## src/arps_pkg.sv

```systemverilog
package arps_pkg;

  localparam int DEFAULT_SLOTS = 8;

  localparam logic [1:0] CMD_LOAD = 2'd0;
  localparam logic [1:0] CMD_MASK = 2'd1;
  localparam logic [1:0] CMD_POLL = 2'd2;

  localparam logic [3:0] ADDR_RATE     = 4'd0;
  localparam logic [3:0] ADDR_FUEL     = 4'd4;
  localparam logic [3:0] ADDR_THROTTLE = 4'd8;

  localparam logic [7:0]  RATE_RESET    = 8'd10;
  localparam logic [7:0]  ID_LAST       = 8'h60;
  localparam logic [7:0]  ID_FUEL_A     = 8'h06;
  localparam logic [7:0]  ID_FUEL_B     = 8'h07;
  localparam logic [7:0]  ID_THROTTLE   = 8'h11;
  localparam logic [15:0] PARKED_IV     = 16'd1000;
  localparam logic [31:0] GAP_FLOOR     = 32'd20;
  localparam logic [40:0] GAP_NUMERATOR = 41'd1000;
  localparam int          MASK_GROUPS   = 3;

  typedef struct packed {
    logic [1:0]  cmd;
    logic [2:0]  entry_index;
    logic [7:0]  entry_ident;
    logic [15:0] entry_interval_ms;
    logic [1:0]  mask_group;
    logic [31:0] mask_bits;
    logic [31:0] now_ms;
    logic        parked;
  } in_t;

  typedef struct packed {
    logic       grant;
    logic [7:0] granted_ident;
    logic [2:0] granted_slot;
  } out_t;

  typedef struct packed {
    logic [7:0]  ident;
    logic [15:0] interval;
    logic [31:0] last;
  } slot_t;

  typedef struct packed {
    logic        shift;
    logic        load;
    logic [7:0]  load_ident;
    logic [15:0] load_interval;
    logic        grant_wr;
    logic [31:0] now;
  } cell_ctl_t;

  typedef enum logic [2:0] {
    ST_IDLE,
    ST_SCAN,
    ST_DRAIN,
    ST_GAP,
    ST_DONE
  } state_t;

endpackage

```

## src/age_ratio_poll_scheduler_unit.sv

```systemverilog
// Poll tick: the slot ring turns twice so that one slot per cycle is scored in
// rotation order from the cursor, then the drain, gap and done states follow.
// Load, mask and other commands go straight from idle to the done state.
// One transaction at a time; the next is taken once the result is registered.
// Synchronous active-high reset clears the slot table, cursor, last request
// time, state and valid flags; support masks stay unknown until stored.
module age_ratio_poll_scheduler_unit #(
  parameter int SLOTS = arps_pkg::DEFAULT_SLOTS
) (
  input  logic           clk,
  input  logic           rst,
  input  logic           in_valid,
  output logic           in_stall,
  input  arps_pkg::in_t  in_data,
  output logic           out_valid,
  input  logic           out_stall,
  output arps_pkg::out_t out_data,
  input  logic           psel,
  input  logic           penable,
  input  logic           pwrite,
  input  logic [3:0]     paddr,
  input  logic [31:0]    pwdata,
  output logic [31:0]    prdata,
  output logic           pready
);

  localparam int IW = (SLOTS > 1) ? $clog2(SLOTS) : 1;
  localparam int CW = $clog2(2 * SLOTS + 1);
  localparam logic [CW-1:0] K_LAST = CW'(2 * SLOTS - 1);
  localparam logic [CW-1:0] K_SLOTS = CW'(SLOTS);
  localparam logic [IW-1:0] I_LAST = IW'(SLOTS - 1);

  arps_pkg::state_t state, state_next;

  logic [7:0]  rate;
  logic        fuel_en;
  logic        thr_en;
  logic [31:0] support_mask [arps_pkg::MASK_GROUPS];
  logic [2:0]  mask_valid;
  logic [IW-1:0] cursor;
  logic [31:0] last_req;

  logic [31:0] it_now;
  logic        it_parked;
  logic [CW-1:0] k;

  logic          c_vld;
  logic [31:0]   c_age;
  logic [15:0]   c_iv;
  logic [IW-1:0] c_idx;

  logic          found;
  logic [IW-1:0] best;
  logic [31:0]   best_age;
  logic [15:0]   best_int;
  logic [31:0]   gap_d;

  arps_pkg::slot_t     q [SLOTS];
  arps_pkg::cell_ctl_t ctl [SLOTS];

  logic accept, fire, ok;

  assign pready   = 1'b1;
  assign in_stall = (state != arps_pkg::ST_IDLE);
  assign accept   = in_valid && !in_stall;
  assign fire     = (state == arps_pkg::ST_DONE) && (!out_valid || !out_stall);

  // configuration port
  always_ff @(posedge clk) begin
    if (rst) begin
      rate    <= arps_pkg::RATE_RESET;
      fuel_en <= 1'b0;
      thr_en  <= 1'b0;
    end else if (psel && penable && pwrite) begin
      unique case (paddr)
        arps_pkg::ADDR_RATE:     rate    <= pwdata[7:0];
        arps_pkg::ADDR_FUEL:     fuel_en <= pwdata[0];
        arps_pkg::ADDR_THROTTLE: thr_en  <= pwdata[0];
        default: ;
      endcase
    end
  end

  always_comb begin
    unique case (paddr)
      arps_pkg::ADDR_RATE:     prdata = {24'd0, rate};
      arps_pkg::ADDR_FUEL:     prdata = {31'd0, fuel_en};
      arps_pkg::ADDR_THROTTLE: prdata = {31'd0, thr_en};
      default:                 prdata = '0;
    endcase
  end

  // slot ring
  for (genvar i = 0; i < SLOTS; i++) begin : g_cell
    always_comb begin
      ctl[i].shift         = (state == arps_pkg::ST_SCAN);
      ctl[i].load          = accept && (in_data.cmd == arps_pkg::CMD_LOAD) &&
                             (32'(in_data.entry_index) == i);
      ctl[i].load_ident    = in_data.entry_ident;
      ctl[i].load_interval = in_data.entry_interval_ms;
      ctl[i].grant_wr      = fire && ok && (32'(best) == i);
      ctl[i].now           = it_now;
    end
    arps_cell u_cell (
      .clk (clk),
      .rst (rst),
      .ctl (ctl[i]),
      .nbr (q[(i + 1) % SLOTS]),
      .q   (q[i])
    );
  end

  // score the slot at the head of the ring
  logic [7:0]    id, id_m1;
  logic [1:0]    grp;
  logic [4:0]    bitn;
  logic          sup, excl, in_win;
  logic [15:0]   iv;
  logic [31:0]   age;
  logic [CW:0]   win_end;
  logic [IW-1:0] k_idx;

  always_comb begin
    id      = q[0].ident;
    id_m1   = id - 8'd1;
    grp     = id_m1[6:5];
    bitn    = 5'd31 - id_m1[4:0];
    sup     = (id != 8'd0) && (id <= arps_pkg::ID_LAST) &&
              (!mask_valid[grp] || support_mask[grp][bitn]);
    excl    = (((id == arps_pkg::ID_FUEL_A) || (id == arps_pkg::ID_FUEL_B)) && !fuel_en) ||
              ((id == arps_pkg::ID_THROTTLE) && !thr_en);
    iv      = (it_parked && (q[0].interval < arps_pkg::PARKED_IV)) ?
              arps_pkg::PARKED_IV : q[0].interval;
    age     = it_now - q[0].last;
    win_end = (CW+1)'(cursor) + (CW+1)'(SLOTS);
    in_win  = ((CW+1)'(k) >= (CW+1)'(cursor)) && ((CW+1)'(k) < win_end);
    k_idx   = (k >= K_SLOTS) ? IW'(k - K_SLOTS) : IW'(k);
  end

  logic [47:0] pa, pb;
  assign pa = c_age * 48'(best_int);
  assign pb = best_age * 48'(c_iv);

  logic [7:0]  rate_eff;
  logic [40:0] gap_prod;
  assign rate_eff = (rate == 8'd0) ? 8'd1 : rate;
  assign gap_prod = (41'(gap_d) + 41'd1) * 41'(rate_eff);
  assign ok       = found && (gap_d >= arps_pkg::GAP_FLOOR) &&
                    (gap_prod > arps_pkg::GAP_NUMERATOR);

  always_comb begin
    state_next = state;
    unique case (state)
      arps_pkg::ST_IDLE:  if (accept) begin
        state_next = (in_data.cmd == arps_pkg::CMD_POLL) ?
                     arps_pkg::ST_SCAN : arps_pkg::ST_DONE;
      end
      arps_pkg::ST_SCAN:  if (k == K_LAST) state_next = arps_pkg::ST_DRAIN;
      arps_pkg::ST_DRAIN: state_next = arps_pkg::ST_GAP;
      arps_pkg::ST_GAP:   state_next = arps_pkg::ST_DONE;
      arps_pkg::ST_DONE:  if (fire) state_next = arps_pkg::ST_IDLE;
      default:            state_next = arps_pkg::ST_IDLE;
    endcase
  end

  always_ff @(posedge clk) begin
    if (rst) begin
      state <= arps_pkg::ST_IDLE;
    end else begin
      state <= state_next;
    end
  end

  // datapath and control registers
  always_ff @(posedge clk) begin
    if (rst) begin
      mask_valid <= '0;
      cursor     <= '0;
      last_req   <= '0;
      found      <= 1'b0;
      c_vld      <= 1'b0;
      k          <= '0;
      out_valid  <= 1'b0;
    end else begin
      if (fire) begin
        out_valid <= 1'b1;
      end else if (out_valid && !out_stall) begin
        out_valid <= 1'b0;
      end
      if (accept) begin
        it_now    <= in_data.now_ms;
        it_parked <= in_data.parked;
        found     <= 1'b0;
        k         <= '0;
        if ((in_data.cmd == arps_pkg::CMD_MASK) &&
            (32'(in_data.mask_group) < arps_pkg::MASK_GROUPS)) begin
          mask_valid[in_data.mask_group] <= 1'b1;
        end
      end
      if (state == arps_pkg::ST_SCAN) begin
        k     <= k + CW'(1);
        c_vld <= in_win && sup && !excl && (age >= 32'(iv));
        c_age <= age;
        c_iv  <= iv;
        c_idx <= k_idx;
      end else begin
        c_vld <= 1'b0;
      end
      // keep the first best in rotation order: replace on strictly greater
      if (c_vld && (!found || (pa > pb))) begin
        found    <= 1'b1;
        best     <= c_idx;
        best_age <= c_age;
        best_int <= c_iv;
      end
      if (state == arps_pkg::ST_GAP) gap_d <= it_now - last_req;
      if (fire) begin
        if (ok) begin
          last_req                <= it_now;
          cursor                  <= (best == I_LAST) ? '0 : best + IW'(1);
          out_data.grant          <= 1'b1;
          out_data.granted_ident  <= q[best].ident;
          out_data.granted_slot   <= 3'(best);
        end else begin
          out_data <= '0;
        end
      end
    end
  end

  always_ff @(posedge clk) begin
    if (accept && (in_data.cmd == arps_pkg::CMD_MASK) &&
        (32'(in_data.mask_group) < arps_pkg::MASK_GROUPS)) begin
      support_mask[in_data.mask_group] <= in_data.mask_bits;
    end
  end

endmodule

```

## src/arps_cell.sv

```systemverilog
module arps_cell (
  input  logic               clk,
  input  logic               rst,
  input  arps_pkg::cell_ctl_t ctl,
  input  arps_pkg::slot_t    nbr,
  output arps_pkg::slot_t    q
);

  always_ff @(posedge clk) begin
    if (rst) begin
      q <= '0;
    end else if (ctl.load) begin
      q.ident    <= ctl.load_ident;
      q.interval <= ctl.load_interval;
      q.last     <= '0;
    end else if (ctl.grant_wr) begin
      q.last <= ctl.now;
    end else if (ctl.shift) begin
      q <= nbr;
    end
  end

endmodule
```

## config.mk

```make
export PLATFORM = sky130hd
export DESIGN_NAME = age_ratio_poll_scheduler_unit
export DESIGN_NICKNAME = d
export VERILOG_FILES = /design/src/arps_pkg.sv /design/src/age_ratio_poll_scheduler_unit.sv /design/src/arps_cell.sv
export SDC_FILE = /design/constraint.sdc
export NUM_CORES = 2
export LEC_CHECK = 0
export BUFFER_PORTS_ARGS = -buffer_cell sky130_fd_sc_hd__buf_2
export CORE_MARGIN = 8
export CORE_UTILIZATION = 61
export DETAILED_ROUTE_END_ITERATION = 8
export PLACE_DENSITY = 0.77
export SYNTH_ARGS = -nofsm -noshare
export SYNTH_HDL_FRONTEND = slang
export SYNTH_HIERARCHICAL = 1
export SYNTH_SLANG_ARGS = --single-unit
```

## constraint.sdc

```tcl
create_clock -name clk -period 13.85 [get_ports clk]
set_clock_uncertainty 0.1 [all_clocks]
set_input_delay 2.0775 -clock clk [delete_from_list [all_inputs] [get_ports clk]]
set_output_delay 2.0775 -clock clk [all_outputs]
set_load 0.02 [all_outputs]
```

# Word-level counts from Yosys, hierarchy flattened
# Memories as Yosys holds them, arrays and structs flattened.
# Cells that the tools add are included.
# totals
register_bits	686
ram_bits	96
in_bits	139
output_inout_bits	47
elab_cells	283
memories	1
# memory_table
name	depth	word_bits	read_ports	rd_ports_with_merged_regs	write_ports	line	rtl
support_mask	3	32	1	0	1	age_ratio_poll_scheduler_unit.sv:38	logic [31:0] support_mask [arps_pkg::MASK_GROUPS];
# op_classes
add_sub_neg	9
n_mul	3
n_lt_le_gt_ge	15
n_eq_ne	37
muxes	60
bitwise_logic	4
reduce_logical	107
# ops
cell	n
two-way mux 56 bit	18
two-way mux 32 bit	8
two-way mux 24 bit	8
binary-select mux 56 bit (select 3 bit)	1
multiplier 32 x 16 -> 48 bit	2
subtractor 32 bit	2
> comparator 48 bit	1
> comparator 41 x 10 -> 1 bit (second input constant)	1
multiplier 33 x 8 -> 41 bit	1
logical AND 1 bit	39
nonzero test 2 bit	19
AND reduction 2 bit	18
adder 32 x 1 -> 33 bit (second input constant)	1
>= comparator 32 x 16 -> 1 bit	1
>= comparator 32 x 5 -> 1 bit (second input constant)	1
equality test 3 bit (second input constant)	9
one-hot mux 8 bit (3 select lines)	1
equality test 3 x 2 -> 1 bit (second input constant)	6
two-way mux 3 bit	6
!= test 2 x 1 -> 1 bit (second input constant)	9
OR reduction 2 bit	9
equality test 8 x 3 -> 1 bit (second input constant)	2
< comparator 16 x 10 -> 1 bit (second input constant)	1
two-way mux 16 bit	1
43 further kinds	70

# Depth between registers and ports, before layout
# depth
ltp_word	9
depth_mapped	39
mapped_depth_nobuf	38

# By module
# The synthesis kept the hierarchy.
# by_module_without_submodules
module	instances	cells_each	area_per_inst_um2	seq_area_each_um2
age_ratio_poll_scheduler_unit	1	6282	58551.2	9439.1
arps_cell	8	313	2768.9	1121.1

# Least setup slack after synthesis
# No wires, ideal clock.
# synth_timing
path_type	register to register
from	reg c_age[7]
to	reg best[0], enable pin
setup_time_ns	0.530
arrival_ns	11.339
required_time_ns	13.220
setup_slack_ns	1.881
stages_incl_launch_ff	34
path_buffers	1
synth_period_minus_slack_ns	11.969
cell_sequence	edfxtp_1 clkbuf_1 nand2_1 fa_1 inv_1 fa_1 inv_1 fa_1 inv_1 fa_1 inv_1 fa_1 inv_1 fa_1 ha_1 nand4_1 or3_1 a211oi_2 nor4_1 o31a_1 o31ai_2 a41oi_1 a21boi_1 o21ai_1 o2bb2ai_1 o31ai_2 xor2_1 ha_1 nand4_1 or2_2 nor3_1 o21ai_0 o211a_1 o21ai_0
# synth_between
elab_chain_len	5
# synth_rtl
element	line	rtl
from (decl)	age_ratio_poll_scheduler_unit.sv:48	logic [31:0] c_age;
from (signal assigned)	age_ratio_poll_scheduler_unit.sv:203	c_age <= age;
multiplier 32 x 16 -> 48 bit	age_ratio_poll_scheduler_unit.sv:141	assign pa = c_age * 48'(best_int);
> comparator 48 bit	age_ratio_poll_scheduler_unit.sv:210	if (c_vld && (!found || (pa > pb))) begin
logical OR 1 bit	age_ratio_poll_scheduler_unit.sv:210	
logical AND 1 bit	age_ratio_poll_scheduler_unit.sv:210	
AND reduction 2 bit (no line)	--	
to (signal assigned)	age_ratio_poll_scheduler_unit.sv:212	best <= c_idx;
to (decl)	age_ratio_poll_scheduler_unit.sv:53	logic [IW-1:0] best;
# Every way passes these cells.
# A chain may end at the register's enable or synchronous reset.

# Worst setup path after layout
# layout_timing
from	reg best_int[10]
to	reg best_int[6], enable pin
# layout_between
elab_chain_len	5
# layout_rtl
element	line	rtl
from (decl)	age_ratio_poll_scheduler_unit.sv:55	logic [15:0] best_int;
from (signal assigned)	age_ratio_poll_scheduler_unit.sv:214	best_int <= c_iv;
multiplier 32 x 16 -> 48 bit	age_ratio_poll_scheduler_unit.sv:141	
> comparator 48 bit	age_ratio_poll_scheduler_unit.sv:210	
logical OR 1 bit	age_ratio_poll_scheduler_unit.sv:210	
logical AND 1 bit	age_ratio_poll_scheduler_unit.sv:210	
AND reduction 2 bit (no line)	--	
# Every way passes these cells.

==> results.yml <==
clock_network:
  cts_setup_buffers: 0
  clkSinkCount: 782
  clkTransAtPathRegs_ps: 60
  cts_repair_resize_count: 0
  tritoncts: "built"
  clk_latency_ps: 700
  cts_made_buffers: 84
  cts_max_level: 3
  root_buffer: "clkbuf_16"
  clockBufferDepth: 3
  ctsHoldBuffers: 0
yosys:
  synth_top_area_cell: "fa_1"
  synth_edf_count: 275
  synth.avg_cell_area_um2: 9.19
  synthesis.area_mm2: 0.0807
  postSynthCellCount: 8786
  yosys_most_used_dff: "dfxtp_1"
  ys_top_cells_by_area: "fa_1 25%, dfxtp_1 13%, edfxtp_1 10%, ha_1 6.9%, inv_1 6.6%"
  ys_types: 98
  synth_top_area_frac: 0.254
  synthArstFlopShare: 0
  yosys_warnings: 6
  yosysSeqAreaShare: 0.228
  synth_seq_cells: 782
cells_and_area:
  nNetsFinal: 10200
  drive_above_1_share: 0.0850
  syn_to_final_growth_pct: 5.54
  fin_area_mm2: 0.0852
  fillers: 10600
power_and_ir_drop:
  p_leak_nw: 36.8
  sw_frac_of_total: 0.406
  p_int_mw: 5.92
  pwr-share-seq: 0.250
  vdd_drop_max_mv: 0.171
  powerDensity_mw_per_mm2: 117
  power_frac_clock: 0.234
  power_frac_comb: 0.516
  p_sw_mw: 4.06
floorplanning:
  io_pins: 186
  start_util: 0.614
  core_mm2: 0.131
  fp-row-count: 133
  dieArea_mm2: 0.144
  dieHeight_um: 380
  die_w_um: 380
grt:
  antenna_found_initial: 8
  busiest_layer: "met2"
  grt_overflow: 0
  grt_start_max_net_pins: 98
  grt_pass1_vias: 65500
  grt_use_met1: 0.372
  grt_pass1_wl_um: 347000
  track_usage: 0.294
  use_met2: 0.487
  use_met3: 0.0569
critical_path:
  end_kind: "register"
  critPathLaunchType: "register"
  critPathMaxFanout: 51
  reg2regPathDepth: 32
  reg2reg_slack_ps: 2540
  critPathCapture: "best_int[6]$_DFFE_PP_"
  r2r_end: "best_int[6]$_DFFE_PP_"
  crit_slowest_cell: "edfxtp_1"
  r2r-start: "best_int[10]$_DFFE_PP_"
  path_class: "register to register"
  crit_start: "best_int[10]$_DFFE_PP_"
  cpPeakStageDelay_ps: 1100
  arrival_ps: 11500
  worst_path_most_repeated_cell: "fa_1"
  cp.required_ps: 14050
timing:
  finalSetupTns_ps: 0
  holdWs_ps: 344
  hold_viol_final: 0
  finalSetupViolCount: 0
  drv_slew: 0
  relSlewSlack: 0.180
  max_freq_mhz: 88.5
  period_share: 0.816
  post-route-min-period_ps: 11310
  worst-slew-pin-transition_ps: 1220
  rsz0062_at_grt: "false"
detailed_routing:
  postRouteAntennaNets: 0
  routed_wl_um: 214000
  dr_total_vias: 62400
  wl_per_cell_um: 20.4
  drt-initial-drc-count: 5075
  vias_per_cell: 5.96
  dr.pass1.iters: 5
  drcViolationCount: 0
placed_design:
  port-buffer-count: 136
  placed_cell_area_mm2: 0.0823
  place_congestion: 0.901
  dp_hpwl_um: 149000
min_path:
  hp-class: "register to register"
run:
  cap_violations: 0
run_status:
  status: "finished, final reports clean"
-- how the worst min path moves through the flow --
stage,endpoint,slack (ps),depth (start not counted),from
floorplan,best[0]$_DFFE_PP_,300,0,c_idx[0]$_DFFE_PP_
global placement,best[2]$_DFFE_PP_,300,0,c_idx[2]$_DFFE_PP_
detailed placement,best[1]$_DFFE_PP_,310,0,c_idx[1]$_DFFE_PP_
CTS,best[2]$_DFFE_PP_,350,0,c_idx[2]$_DFFE_PP_
global route,best[1]$_DFFE_PP_,350,0,c_idx[1]$_DFFE_PP_
finish,best[1]$_DFFE_PP_,340,0,c_idx[1]$_DFFE_PP_
-- synthesized netlist by cell type, types with 59 or more instances --
cell type,count
and2_1,485
nand3_1,86
a2111oi_2,168
buf_2,75
a21o_1,115
nand2_1,1223
xor2_1,79
dfxtp_1,507
nor2_1,155
nor2b_1,315
buf_4,59
nor3_1,431
fa_1,1024
ha_1,444
mux2i_1,273
o21ai_0,372
inv_1,1427
a21oi_1,204
xnor2_1,106
clkbuf_1,329
edfxtp_1,275
-- worst max-delay path: cells and delay by family (launching register included) --
family | cells | cell delay (ps)
adders and majority gates | 8 | 3760
xor gates and xnor gates | 1 | 120
DFF | 1 | 1100
AOI/OAI and AO/OA | 11 | 2960
and+or+nand+nor | 7 | 1620
buffers and inverters | 5 | 1150
-- flip-flops by register name, indices dropped and copies added (netlist names), 16 cells and up --
name	flops
g_cell.u_cell/q	448
it_now	32
c_age	32
gap_d	32
best_int	16
support_mask	96
best_age	32
last_req	32
c_iv	16
-- power groups by stage --
stage	logic, mW	clock network (mW)	registers (mW)
detailed placement	5.05	0	2.54
finish	5.15	2.33	2.49
global placement	4.84	0	2.54
global route	5.80	2.44	2.50
floorplan	3.78	0	2.51
CTS	5.09	2.35	2.49
-- cell families after synthesis --
logic type / after synthesis / share of synthesized area
multiplexers: 321 / 0.0470
other: 2 / 0.0000931
buffers and inverters: 1943 / 0.0964
AND/OR/NAND/NOR: 2955 / 0.180
XOR/XNOR: 185 / 0.0201
AO/OA/AOI/OAI: 1130 / 0.105
adder cells (fa/ha/maj): 1468 / 0.323
flip-flops: 782 / 0.228
-- cells in the final DEF (no fill, tap or decap), types with 46 or more instances in the layout --
| cell | netlist | final |
|---|---|---|
| a21o_1 | 115 | 115 |
| mux4_2 | 46 | 46 |
| xor2_1 | 79 | 78 |
| fa_1 | 1024 | 1024 |
| dfxtp_1 | 507 | 507 |
| xnor2_1 | 106 | 106 |
| a2111oi_2 | 168 | 168 |
| a21oi_1 | 204 | 204 |
| and2_1 | 485 | 485 |
| buf_4 | 59 | 119 |
| nand2b_1 | 52 | 52 |
| o21ai_0 | 372 | 371 |
| buf_2 | 75 | 135 |
| edfxtp_1 | 275 | 275 |
| nor3_1 | 431 | 427 |
| clkbuf_16 | 0 | 87 |
| nand2_1 | 1223 | 1223 |
| nand3_1 | 86 | 86 |
| nor2_1 | 155 | 147 |
| nor2b_1 | 315 | 307 |
| ha_1 | 444 | 444 |
| inv_1 | 1427 | 1426 |
| mux2i_1 | 273 | 273 |
-- metrics by stage --
step                instances  power, mW  setup slack (ps)  utilization
finish                  10500       9.98              2540        0.648
floorplan                8809       6.29              1880            -
global route            10500       10.7              2150        0.648
detailed placement      10300       7.59              2860        0.626
CTS                     10500       9.94              2800        0.648
global placement        10300       7.38              3050        0.626
-- per-layer routing --
metal,vias up,share of wire
met5,-,0.00010
met4,4,0.050
met3,661,0.086
met2,2827,0.47
met1,30900,0.39
li1,27900,-
-- cell type report --
class / count / area (um^2) / share of cell area
Inverter: 1427 / 5360 / 0.0630
Clock buffer: 122 / 2390 / 0.0281
Multi-Input combinational cell: 6084 / 54800 / 0.643
Timing Repair Buffer: 255 / 1580 / 0.0186
Sequential cell: 782 / 18400 / 0.216
Antenna cell: 4 / 10.0 / 0.000118
Clock inverter: 32 / 470 / 0.00552
Tap cell: 1755 / 2200 / 0.0258
(Power assumes the default switching activity.)
